## config.mk

```make
export PLATFORM = sky130hd
export DESIGN_NAME = tsc_cfg
export DESIGN_NICKNAME = d
export VERILOG_FILES = /design/src/hdl/tsc_pkg.sv /design/src/hdl/tsc_cfg.sv
export SDC_FILE = /design/constraint.sdc
export NUM_CORES = 1
export LEC_CHECK = 0
export ABC_AREA = 1
export BUFFER_PORTS_ARGS = -buffer_cell sky130_fd_sc_hd__buf_4
export CORE_MARGIN = 8
export CORE_UTILIZATION = 42
export CTS_BUF_LIST = sky130_fd_sc_hd__clkbuf_16
export DETAILED_ROUTE_END_ITERATION = 7
export PLACE_DENSITY = 0.91
export SYNTH_ARGS = -nofsm -noshare
export SYNTH_HDL_FRONTEND = slang
export SYNTH_SLANG_ARGS = --single-unit
```

## constraint.sdc

```tcl
create_clock -name clk -period 1.17 [get_ports clk]
set_clock_uncertainty 0.2 [all_clocks]
set_input_delay 0.0585 -clock clk [delete_from_list [all_inputs] [get_ports clk]]
set_output_delay 0.0585 -clock clk [all_outputs]
set_load 0.02 [all_outputs]
```

## src/hdl/tsc_pkg.sv

```systemverilog
// shared types and constants for the per-port tcp syn counter
// no dependencies
`timescale 1ns / 1ps

package tsc_pkg;

	localparam int PORT_COUNT  = 65536;
	localparam int COUNT_WIDTH = 32;
	localparam int PORT_W      = 16;
	localparam int PORT_AW     = $clog2(PORT_COUNT);
	localparam int APB_AW      = 2;

	localparam logic [APB_AW-1:0]      REG_THRESHOLD   = 2'd0;
	localparam logic [COUNT_WIDTH-1:0] THRESHOLD_RESET = COUNT_WIDTH'(100);

	typedef struct packed {
		logic [COUNT_WIDTH-1:0] syn;
		logic [COUNT_WIDTH-1:0] synack;
		logic [COUNT_WIDTH-1:0] unans;
	} row_t;

	typedef struct packed {
		logic dhit;
		logic shit;
		logic same;
	} upd_ctl_t;

endpackage

```

## src/hdl/tsc_cfg.sv

```systemverilog
// apb register file holding the report threshold
// depends on tsc_pkg
`timescale 1ns / 1ps

module tsc_cfg
	import tsc_pkg::*;
(
	input  logic                   clk,
	input  logic                   arst_n,
	input  logic                   psel,
	input  logic                   penable,
	input  logic                   pwrite,
	input  logic [APB_AW-1:0]      paddr,
	input  logic [31:0]            pwdata,
	output logic [31:0]            prdata,
	output logic                   pready,
	output logic [COUNT_WIDTH-1:0] threshold
);

	logic [COUNT_WIDTH-1:0] threshold_q;

	assign pready    = 1'b1;
	assign threshold = threshold_q;

	always_ff @(posedge clk or negedge arst_n) begin
		if (!arst_n) begin
			threshold_q <= THRESHOLD_RESET;
		end else if (psel && penable && pwrite && pready && paddr == REG_THRESHOLD) begin
			threshold_q <= pwdata[COUNT_WIDTH-1:0];
		end
	end

	always_comb begin
		prdata = '0;
		if (paddr == REG_THRESHOLD) begin
			prdata = 32'(threshold_q);
		end
	end

endmodule

```

### Yosys cells after proc, flatten, opt, wreduce, memory -nomap -nowiden

Cells that the tools add are included.
Widths: inputs -> output; s select.

| storage, ports and cells | value |
|---|---|
| bits of input ports | 39 |
| register bits after elaboration | 32 |
| word-level logic and storage cells | 6 |

| cells by class | value |
|---|---|
| multiplexer cells | 1 |
| reduce and logical (&&, ||, !) cells | 4 |

Operators by type and width:

| operator | count |
|---|---|
| $mux 32 | 1 |
| $logic_and 1x1->1 | 3 |
| $logic_not 2->1 | 1 |

### Longest topological paths before layout

| logic depth | value |
|---|---|
| depth in word-level cells | 3 |
| depth in mapped cells | 6 |

### Worst setup path after synthesis

OpenSTA, ideal clock, no wires.

| timing path | value |
|---|---|
| kind | register to output |
| start point | register threshold_q[2] (netlist: threshold[2]) |
| end point | output port prdata[2] |
| buffers on the path | 0 |
| cell stages (with the launch flop) | 3 |
| arrival time | 0.925 ns |
| data required time | 0.912 ns |
| path slack | -0.013 ns |
| cells stage by stage | dfstp_2 -> inv_1 -> nor2_1 |

| between the ends | value |
|---|---|
| longest elaborated chain between the ends | 1 |

Ends and longest elaborated chain:

| element | line | text |
|---|---|---|
| from (decl) | tsc_cfg.sv:20 | `logic [COUNT_WIDTH-1:0] threshold_q;` |
| from (signal assigned) | tsc_cfg.sv:29 | `threshold_q <= pwdata[COUNT_WIDTH-1:0];` |
| $mux 32 | tsc_cfg.sv:35 | `if (paddr == REG_THRESHOLD) begin` |
| to (decl) | tsc_cfg.sv:15 | `output logic [31:0] prdata,` |

Every way passes these cells.

### Worst setup path in the final report

| timing path | value |
|---|---|
| start point | register threshold_q[6] (netlist: threshold[6]) |
| end point | output port prdata[6] |

Same word-level chain as after synthesis.

==> out/metrics.cfg <==
[pwr]
p_clk_frac=0.250
seq_power_share=0.329
p_leak_nw=1.79
peakVddDrop_mv=1.08
pwr-share-comb=0.421
switching_share=0.336
p_switching_w=0.00157
p_int_w=0.00311
p_per_area_nw_per_um2=1470

[placement]
gp_congestion=0.715
placed_cells=354
io_buffers=102
place_hpwl_mm=3.54
dpl_cell_area_sq_um=2370

[floorplan]
die_y_um=77.5
fp.dieW_um=77.5
core_sq_um=3660
rows=22
die_area_sq_um=6010
num_io_pins=104
start_util=0.434

[clocking]
cts.path.max_buffers=2
htreeDepth=2
cts.sinks=32
cts_tree=built
cts.clk_slew.worst_paths_ps=50
numCtsBuffers=5
clkLatencyLatePin_ps=270
clock-root-buffer=clkbuf_16

[synthesis]
yosys-top-cells-area=dfrtp_1, nand2_1, nand3_1, inv_1, nor2_1
yosysTopAreaCell=dfrtp_1
synth_edf_count=0
synth_top_area_share=0.456
synth_seq_cells=32
yosysWarnings=0
synth_cells=212
avgSynthCellArea_sq_um=7.50
netlist_area_sq_um=1590
ys_types=13
synth_flop_cell=dfrtp_1
synth_nets=251
ys_async_sr_fraction=1.00
yosysSeqAreaShare=0.506
synth.most_common_cell=nand2_1
ys_top_cells_by_count=nand2_1, inv_1, nand3_1, nor2_1, dfrtp_1

[finish]
design_area_sq_um=3180
largest_reg_flops=32
drive_gt1_frac=0.417
diodes=0
layout.nets=419
area_delta_synth_final_pct=99.8
fillers=191
multi_input_area_sq_um=579
post-route-util=0.868
final_cells=429
regArea_sq_um=805

[worst_setup_path]
critPathArrivalTime_ps=1070
slowest_delay_ps=550
cp.required_ps=910
r2r-end=threshold[6]
cp_num_buf_inv=2
rrSetupSlack_ps=80
slowest_stage=dfstp_2
critPathTopFamily=flip-flops
rr_startpoint=threshold[6]
worstRegToRegCells=4
endpoint_kind=output pin
cp-start-kind=flip-flop
critical_path.max_fanout=2
crit_type=flip-flop to output pin
crit_chain=inv_2 > nor2_4 > buf_6

[routing]
drt_iter0_drc=143
ant_nets=0
drcViolationCount=0
avgViaCountPerCell=4.77
routed-via-count=2046
wirelength_mm=6.52
drt-pass1-iter-count=4
wl_per_cell_um=15.2

[global_route]
overflow=0
grt_first_pass_wirelength_mm=9.34
grt_start_max_net_pins=33
antenna_found_initial=0
track_usage=0.186
first_global_vias=1905

[timing]
rsz0062_at_grt=true
fmax_mhz=753
hold_viol=0
setup_slack_ps=-157
fin_crit_sh=1.13
setup_tns_ps=-1680
fin_crit_ps=1330
whs_ps=106
setup_viol=34
maxSlewViolCount=0

[run]
maxCapViolCount=0

[worst_hold_path]
min_path_type=input port to async pin

[outcome]
run_status=finished with violations
failed_checks=negative setup slack

power by group through the flow:
stage | clock network (W) | logic (W) | registers [W]
floorplan | 0 | 0.000445 | 0.00181
global placement | 0 | 0.00136 | 0.00154
detailed placement | 0 | 0.00140 | 0.00155
CTS | 0.00119 | 0.00167 | 0.00152
global route | 0.00125 | 0.00210 | 0.00156
finish | 0.00117 | 0.00197 | 0.00154
worst max path at each step:
stage	end	depth (start not counted)	start
final	prdata[6]	3	threshold[6]
after global routing	prdata[2]	3	threshold[2]
after CTS	prdata[6]	3	threshold[6]
after detailed placement	prdata[24]	5	paddr[1]
after global placement	threshold[30]	7	penable
after floorplan	prdata[2]	2	threshold[2]
layout by cell type (no fill, tap or decap):
| cell type | instances |
|---|---|
| clkbuf_16 | 5 |
| nor2_1 | 29 |
| conb_1 | 1 |
| dlygate4sd3_1 | 34 |
| buf_12 | 1 |
| nand2_1 | 65 |
| inv_1 | 32 |
| buf_4 | 122 |
| buf_6 | 17 |
| inv_4 | 1 |
| nand3_1 | 32 |
| dfstp_2 | 3 |
| dfrtp_1 | 29 |
| inv_2 | 4 |
| nor2_4 | 5 |
| nand2_2 | 1 |
final cells by class:
| class | count | area share |
|---|---|---|
| Inverter | 34 | 0.0409 |
| Tap cell | 48 | 0.0189 |
| Sequential cell | 32 | 0.253 |
| Timing Repair Buffer | 174 | 0.462 |
| Multi-Input combinational cell | 133 | 0.182 |
| Clock buffer | 5 | 0.0394 |
| Clock inverter | 3 | 0.00354 |
cell families (layout without fill, tap and decap cells):
family                 Yosys count  count (layout)  share of synthesized area
buffers and inverters           47             216                      0.144
DFF                             32              32                      0.506
other                            1               1                    0.00236
and+or+nand+nor                132             132                      0.348
worst register-to-register path, delay by kind of cell, from the launching register on:
kind	cells	cell delay (ps)
flip-flops	1	550
buffers and inverters	2	190
AND/OR/NAND/NOR	2	100
timing repair:
item | in CTS | in global routing
hold buffers | 34 | 0
resized for setup | 10 | 16
endpoints found under the hold margin | 64 | 0
buffers inserted | 13 | 20
setup endpoints to repair | 35 | 37
cloned | 0 | 0
pin swaps | 7 | 14
routing by layer:
layer	GRT usage	share of wire	vias to the layer above
met1	0.204	0.39	1003
met5	0	0	-
met4	0.0396	0.0064	0
li1	-	-	964
met3	0.0576	0.061	4
met2	0.344	0.55	75
per-stage QoR:
stage / setup WS (ps) / power, W
after global routing: -184 / 0.00490
after floorplan: 57.2 / 0.00225
after global placement: 36.7 / 0.00291
after detailed placement: 9.42 / 0.00295
final: -157 / 0.00468
after CTS: -134 / 0.00438
No activity file was read; power rests on OpenSTA's default activity.
