==> src/hdl/tsc_pkg.sv <==
// shared types and constants for the per-port tcp syn counter
// no dependencies
`timescale 1ns / 1ps

package tsc_pkg;

	localparam int PORT_COUNT  = 65536;
	localparam int COUNT_WIDTH = 32;
	localparam int PORT_W      = 16;
	localparam int PORT_AW     = $clog2(PORT_COUNT);
	localparam int APB_AW      = 2;

	localparam logic [APB_AW-1:0]      REG_THRESHOLD   = 2'd0;
	localparam logic [COUNT_WIDTH-1:0] THRESHOLD_RESET = COUNT_WIDTH'(100);

	typedef struct packed {
		logic [COUNT_WIDTH-1:0] syn;
		logic [COUNT_WIDTH-1:0] synack;
		logic [COUNT_WIDTH-1:0] unans;
	} row_t;

	typedef struct packed {
		logic dhit;
		logic shit;
		logic same;
	} upd_ctl_t;

endpackage

==> src/hdl/tsc_update.sv <==
// read-modify-write datapath: saturating bumps and unanswered refresh of two rows
// depends on tsc_pkg
`timescale 1ns / 1ps

module tsc_update
	import tsc_pkg::*;
(
	input  upd_ctl_t ctl,
	input  row_t     row_d,
	input  row_t     row_s,
	output row_t     new_d,
	output row_t     new_s
);

	function automatic logic [COUNT_WIDTH-1:0] sat_inc(input logic [COUNT_WIDTH-1:0] v);
		return (&v) ? v : v + COUNT_WIDTH'(1);
	endfunction

	function automatic row_t bump(input row_t r, input logic inc_syn, input logic inc_ack,
	                              input logic refresh);
		row_t o;
		o.syn    = inc_syn ? sat_inc(r.syn) : r.syn;
		o.synack = inc_ack ? sat_inc(r.synack) : r.synack;
		o.unans  = (refresh && o.syn >= o.synack) ? o.syn - o.synack : r.unans;
		return o;
	endfunction

	row_t s_alone;

	always_comb begin
		new_d   = bump(row_d, ctl.dhit, ctl.same & ctl.shit, ctl.dhit);
		s_alone = bump(row_s, 1'b0, ctl.shit, ctl.shit);
		new_s   = ctl.same ? new_d : s_alone;
	end

endmodule

==> config.mk <==
export PLATFORM = sky130hd
export DESIGN_NAME = tsc_update
export DESIGN_NICKNAME = d
export VERILOG_FILES = /design/src/hdl/tsc_pkg.sv /design/src/hdl/tsc_update.sv
export SDC_FILE = /design/constraint.sdc
export NUM_CORES = 1
export LEC_CHECK = 0
export ABC_AREA = 1
export BUFFER_PORTS_ARGS = -buffer_cell sky130_fd_sc_hd__clkbuf_2
export CAP_MARGIN = 10
export CORE_MARGIN = 5
export CORE_UTILIZATION = 35
export DETAILED_ROUTE_END_ITERATION = 12
export PLACE_DENSITY = 0.57
export SYNTH_ARGS = -nofsm -noshare
export SYNTH_HDL_FRONTEND = slang
export SYNTH_SLANG_ARGS = --single-unit
export TNS_END_PERCENT = 100
==> constraint.sdc <==
create_clock -name vclk -period 7
set_input_delay 1.05 -clock vclk [all_inputs]
set_output_delay 1.05 -clock vclk [all_outputs]
set_load 0.005 [all_outputs]
### Word level (Yosys, flattened, before mapping)

Cells that the tools add are included.

* reduce and logical (&&, ||, !) cells: 5
* add/subtract/negate cells: 5
* equality and inequality tests: 0
* multipliers: 0
* magnitude comparators: 2
* shift operators: 0
* divide/modulo/power cells: 0
* mux-type cells: 9
* bitwise logic cells: 1

Operator list (number)
* 32-bit two-way mux: 8
* 32-bit by 1-bit adder with 32-bit output (second input constant): 3
* 96-bit two-way mux: 1
* 32-bit AND reduction: 3
* 32-bit greater-or-equal comparator: 2
* 32-bit subtractor: 2
* 1-bit logical AND: 2
* 1-bit bitwise AND: 1

* memories: 0
* ROM bits: 0
* output and inout port bits: 192
* logic and storage cells: 22
* latch bits: 0
* bits in writable memories: 0
* bits of input ports: 195
* register bits after elaboration: 0

### Longest topological paths before layout

Gate-level depths: netlist of the first run.

* depth in word-level cells: 7
* gate-level depth with buffers: 27
* depth with buffers taken out: 27

### Least setup slack after synthesis of the first run

OpenSTA, ideal clock, no wires.

* path type: in2out
* from: in row_d[32] in the netlist's numbering
* to: out new_d[13] in the netlist's numbering
* path buffers: 1
* arrival time: 3.926 ns
* required time: 5.950 ns
* cell stages on the path: 23
* path slack: 2.024 ns
* cell sequence: ha_1 nand2_1 nor2_4 nand3_2 nor3_2 nand2_2 nand2_2 xor2_2 ha_1 inv_1 fa_1 nand2_1 nand3_1 nand3_1 nand2_2 nand2_1 nand3_1 nand2_2 nand2_4 nand2_4 buf_6 nand2_1 and2_1

RTL lines
* from (decl): line tsc_update.sv:9 `input row_t row_d,`
* to (decl): line tsc_update.sv:11 `output row_t new_d,`

==> out/qor.yml, run 1 <==
power.density_nw_per_um2: 99.40
core_region_area_sq_um: 32700
drive_above_1_share_pct: 17.85
wl_met2_microns: 30460
yosysWarnings: 0
seqPwrFrac_pct: 0
netlist_top_cells_area: "nand2_1 (30%), inv_1 (14%), nand3_1 (11%)"
fmax_mhz: 149.9
dr.first_iter.drc_count: 1484
cpPeakStageDelay_ns: 0.44
fin_crit_ns: 6.669
yosys.area.top_type: "nand2_1"
vdd_drop_max_uv: 39.57
finalWirelength_microns: 66630
wl_met1_microns: 27980
fin_tns_setup_ns: 0
pin_count: 387
drv_slew: 0
die_h_microns: 192.6
place.gp.congestion: 1.101
via_count: 16865
layout_setup_ws_ns: 0.3311
crit_required_ns: 5.95
outcome: "complete, no violations"
wl_met3_microns: 5315
num_rows: 66
final_hold_viol_count: 0
place.port_buffers: 387
slowest_stage: "nand2_2"
fin_util_pct: 42.65
nClkBuffers: 0
worst_setup_path_end_kind: "output port"
ant_nets: 0
clkPwrFrac_pct: 0
fp.dieW_microns: 192.6
power_mw: 1.386
first_global_vias: 15697
ys_seq_area_share_pct: 0
syn_to_final_growth_pct: 19.47
nets: 3033
avgViaCountPerCell: 5.249
routedWlPerCell_microns: 20.74
path_buf_inv: 4
path_max_fanout: 33
start_util_pct: 35.70
top_layer: "met5"
fillers: 3893
sw_frac_of_total_pct: 67.49
synth_area_sq_um: 11670
p_leak_nw: 8.481
cts_resized: 0
syn_nets: 2696
overflow: 0
holdBufCountCts: 0
synth.distinct_cells: 42
avgSynthCellArea_sq_um: 4.800
seq_area_sq_um: 0
start_kind: "input pin"
drc_errors: 0
grt_setup_unrepaired: "no"
crit_top_cell: "nand2_1"
place_ws_ns: 0.4654
hpwl_microns: 59050
finalSetupViolCount: 0
cp_data_arrival_time_ns: 5.62
switching_power_mw: 0.9356
hp-class: "in -> out"
worst_pin_slew_ns: 1.179
sequential_cell_total: 0
timing.hold.ws_ns: 2.402
antenna_found_initial: 5
relSlewSlack_pct: 21.42
yosysTopAreaCellShare_pct: 29.84
track_usage_pct: 33.96
dr.pass1.iters: 6
p_int_mw: 0.4507
power_frac_comb_pct: 100.0
grt_max_degree: 66
synthCells: 2432
die_area_sq_um: 37110
cap_viol_max_count: 0
critPathTopFamily: "simple AND/OR/NAND/NOR gates"
postCtsSetupBuffers: 0
fin_crit_sh_pct: 95.27
critPathKind: "in -> out"
grt_pass1_wl_microns: 95840
multi_input_area_sq_um: 9607
## layout make-up
| cell class | count | area share (%) |
|---|---|---|
| Tap cell | 442 | 3.965 |
| Inverter | 457 | 12.30 |
| Timing Repair Buffer | 403 | 14.78 |
| Multi-Input combinational cell | 1907 | 68.88 |
| Antenna cell | 4 | 0.07177 |
## power groups by stage
stage	Sequential, mW	Combinational, mW	Clock, mW
3_5_place_dp	0	1.36	0
2_1_floorplan	0	0.789	0
4_1_cts	0	1.36	0
3_3_place_gp	0	1.36	0
5_1_grt	0	1.51	0.0000000765
6_report	0	1.39	0.0000000766
## placed cells by master, fill, tap and decap left out, types with 9 or more instances in the layout
cell type | synthesis | layout
a21oi_1 | 33 | 33
and2_1 | 45 | 45
buf_4 | 5 | 18
clkbuf_2 | 0 | 385
ha_1 | 67 | 67
inv_1 | 442 | 440
inv_2 | 15 | 16
nand2_1 | 928 | 928
nand2_2 | 12 | 12
nand3_1 | 264 | 264
nand3_2 | 10 | 10
nand3b_1 | 21 | 21
nand4_1 | 32 | 32
nor2_1 | 170 | 170
nor2_2 | 12 | 12
nor3_1 | 36 | 36
o211ai_1 | 25 | 25
o21ai_0 | 48 | 48
o21ai_1 | 47 | 47
o21ai_2 | 9 | 9
or2_2 | 11 | 11
xnor2_1 | 43 | 43
xor2_1 | 58 | 58
## logic make-up (layout without fill, tap and decap cells)
family                     after synthesis  in the layout  synth area share (%)
adders and majority gates               69             69                 7.524
buffers and inverters                  525            860                 17.71
other                                    0              4                     0
AOI/OAI and AO/OA                      171            171                 8.382
and+or+nand+nor                       1563           1563                 58.39
xor gates and xnor gates               104            104                 7.996
## cells in the mapped netlist (all sizes together)
cell type	count
xnor2	43
a21oi	35
nand3b	21
o21bai	4
nor2	185
fa	2
inv	457
nand4	33
or2	12
xor2	61
nand2	944
nand3	275
o21ai	104
and3	4
buf	41
a31o	1
o21a	2
and2	45
nor4	1
clkbuf	27
o211ai	25
nor3	42
ha	67
nor3b	1
## worst paths after layout
path,cells past startpoint,start,slack [ns],to
max,25,row_s[32],0.33,new_s[11]
min,4,row_s[72],2.40,new_s[72]
## per-stage QoR
step / area, sq um / cells
finish: 13950 / 3213
global route: 13950 / 3213
CTS: 13940 / 3209
detailed placement: 13940 / 3209
global placement: 13940 / 3209
floorplan: 11670 / 2432
## layer usage
metal	vias to the layer above	GRT usage (%)
met2	815	57.37
li1	8198	-
met4	2	11.38
met5	-	0
met3	143	3.962
met1	7707	44.79
(Power assumes the default switching activity.)
==> inputs of run 2 (changes only) <==
--- a/config.mk
+++ b/config.mk
@@ -12,6 +12,7 @@
 export CORE_UTILIZATION = 35
 export DETAILED_ROUTE_END_ITERATION = 12
 export PLACE_DENSITY = 0.57
+export RECOVER_POWER = 100
 export SYNTH_ARGS = -nofsm -noshare
 export SYNTH_HDL_FRONTEND = slang
 export SYNTH_SLANG_ARGS = --single-unit
==> run 2 against run 1 <==
Net effect: routed wire length rose by 0.18%; non-clock buffer count stayed put; clock-buffer cell count is the same; final cell count did not move; the flow now finishes with violations (max-capacitance violations, max-slew violations); critical path depth shrank 2; first-iteration DRC count increased by 2.4%; die area did not move; via count fell by 0.25%; total power is 1.4% lower; critical endpoint is now new_s[25]; hold slack worse by 0.0031 ns.
==> out/qor.yml, run 2 (synthesis gave the netlist of run 1 again) <==
nClkBuffers: 0  # unchanged
power_mw: 1.367  # -1.4%
hpwl_microns: 59050  # unchanged
first_global_vias: 15697  # unchanged
placed_cells: 3209  # unchanged
cpPeakStageDelay_ns: 0.64  # +0.20 ns
drive_above_1_share_pct: 14.31  # -3.5 points
drv_slew: 40  # +40
cp_cell_sequence: "clkbuf_2 -> ha_1 -> nand2_1 -> nor2_1 -> nand2_2 -> nor2_4 -> nand4_4 -> nand3_2 -> o21ai_0 -> ha_1 -> nand2_1 -> nor2_2 -> nand2_1 -> inv_1 -> nand3_1 -> nand3_1 -> nand2_2 -> nand2_4 -> nand2_4 -> nand2_1 -> nand3_1 -> nand2_1 -> clkbuf_2"
holdBufCountCts: 0  # unchanged
postCtsSetupBuffers: 0  # unchanged
overflow: 0  # unchanged
cp_data_arrival_time_ns: 5.68  # +0.06 ns
grt_max_degree: 66  # unchanged
place.gp.congestion: 1.101  # unchanged
syn_to_final_growth_pct: 17.79
path_max_fanout: 32  # -3.0%
nets: 3033  # unchanged
most-common-layout-cells: "nand2_1 (929), inv_1 (442), clkbuf_2 (315)"
die_area_sq_um: 37110  # unchanged
worst_pin_slew_ns: 1.738  # +0.5597 ns
layout_commonest_cell: "nand2_1"
min_from: "row_s[72]"
seq_area_sq_um: 0  # unchanged
fp.dieW_microns: 192.6  # unchanged
fin_crit_ns: 6.726  # +0.05717 ns
p_leak_nw: 8.219  # -3.1%
finalWirelength_microns: 66750  # +0.18%
crit_required_ns: 5.95  # about the same
relSlewSlack_pct: -15.89  # -37 points
start_util_pct: 35.70  # unchanged
core_region_area_sq_um: 32700  # unchanged
die_h_microns: 192.6  # unchanged
dr.first_iter.drc_count: 1520  # +2.4%
hold_path_end: "new_s[72]"
drc_errors: 0  # unchanged
ant_nets: 0  # unchanged
routedWlPerCell_microns: 20.77  # +0.18%
fmax_mhz: 148.7  # -0.85%
grt_pass1_wl_microns: 95840  # unchanged
outcome: "complete, but fails checks"
grt_setup_unrepaired: "no"
vdd_drop_max_uv: 38.92  # -1.7%
cts_resized: 0  # unchanged
holdPathStages: 4  # unchanged
finalNonFillerCells: 3213  # unchanged
final_hold_viol_count: 0  # unchanged
track_usage_pct: 33.96  # unchanged
crit_top_cell: "nand2_1"
antenna_found_initial: 5  # unchanged
hp-class: "in -> out"
avgViaCountPerCell: 5.236  # -0.25%
start_kind: "input pin"
dr.pass1.iters: 9  # +3
worst_setup_path_end_kind: "output port"
critPathKind: "in -> out"
via_count: 16822  # -0.25%
slowest_stage: "ha_1"
fillers: 3949  # +1.4%
violations: "max-capacitance violations, max-slew violations"
num_rows: 66  # unchanged
power.density_nw_per_um2: 99.38  # about the same
sequential_cell_total: 0  # unchanged
fin_tns_setup_ns: 0  # unchanged
fin_crit_sh_pct: 96.09  # +0.82 points
finalSetupViolCount: 0  # unchanged
place.port_buffers: 387  # unchanged
pin_count: 387  # unchanged
cap_viol_max_count: 2  # +2
==> run 2: cell types whose count changed in the layout (fill, tap and decap cells not counted), sizes merged <==
cell    delta
clkinv     +2
buf        -7
clkbuf     +7
inv        -2
==> run 2: power by group <==
group / internal [mW] / switching, mW
clock network: 0.0000000767 / 0
registers: 0 / 0
logic: 0.434 / 0.932
==> run 2: final cells by class <==
cell class	instances	area [sq um]	area share, %
diodes	4	10.01	0.07279
inverters	457	1715	12.48
multi-input cells	1907	9524	69.26
well taps	442	553.0	4.022
repair buffers	403	1948	14.17
==> run 2: per-stage QoR <==
stage / instance area [sq um] / setup WS (ns) / hold WS, ns / util (%)
final: 13750 / 0.2739 / 2.398 / 42.05
after floorplan: 11670 / 2.024 / 2.181 / -
after global routing: 13750 / 0.01971 / 2.426 / 42.05
after detailed placement: 13940 / 0.4654 / 2.406 / 42.62
after CTS: 13940 / 0.4439 / 2.405 / 42.62
after global placement: 13940 / 0.4759 / 2.400 / 42.62
==> run 2: worst max-delay path, delay by kind of cell <==
kind                       cells  cell delay (ns)
AOI/OAI and AO/OA              1             0.54
adders and majority gates      2             0.87
buffers and inverters          3             0.32
and+or+nand+nor               17             2.88
==> run 2: worst max path at each step <==
stage               startpoint   endpoint  slack (ns)  cells after the start
floorplan            row_d[32]  new_d[13]        2.02                     23
finish               row_d[32]  new_s[25]        0.27                     23
detailed placement   row_s[33]  new_s[11]        0.47                     25
global placement     row_s[33]  new_s[11]        0.48                     25
CTS                  row_s[33]  new_s[11]        0.44                     25
global route         row_d[32]  new_s[27]        0.02                     24
==> run 2: per-layer routing <==
metal	share of wire, %	global-route usage (%)	vias to the layer above
met5	0.019	0	-
met4	4.3	11.38	2
met3	8.2	3.962	146
met2	46	57.37	795
met1	42	44.79	7681
li1	-	-	8198
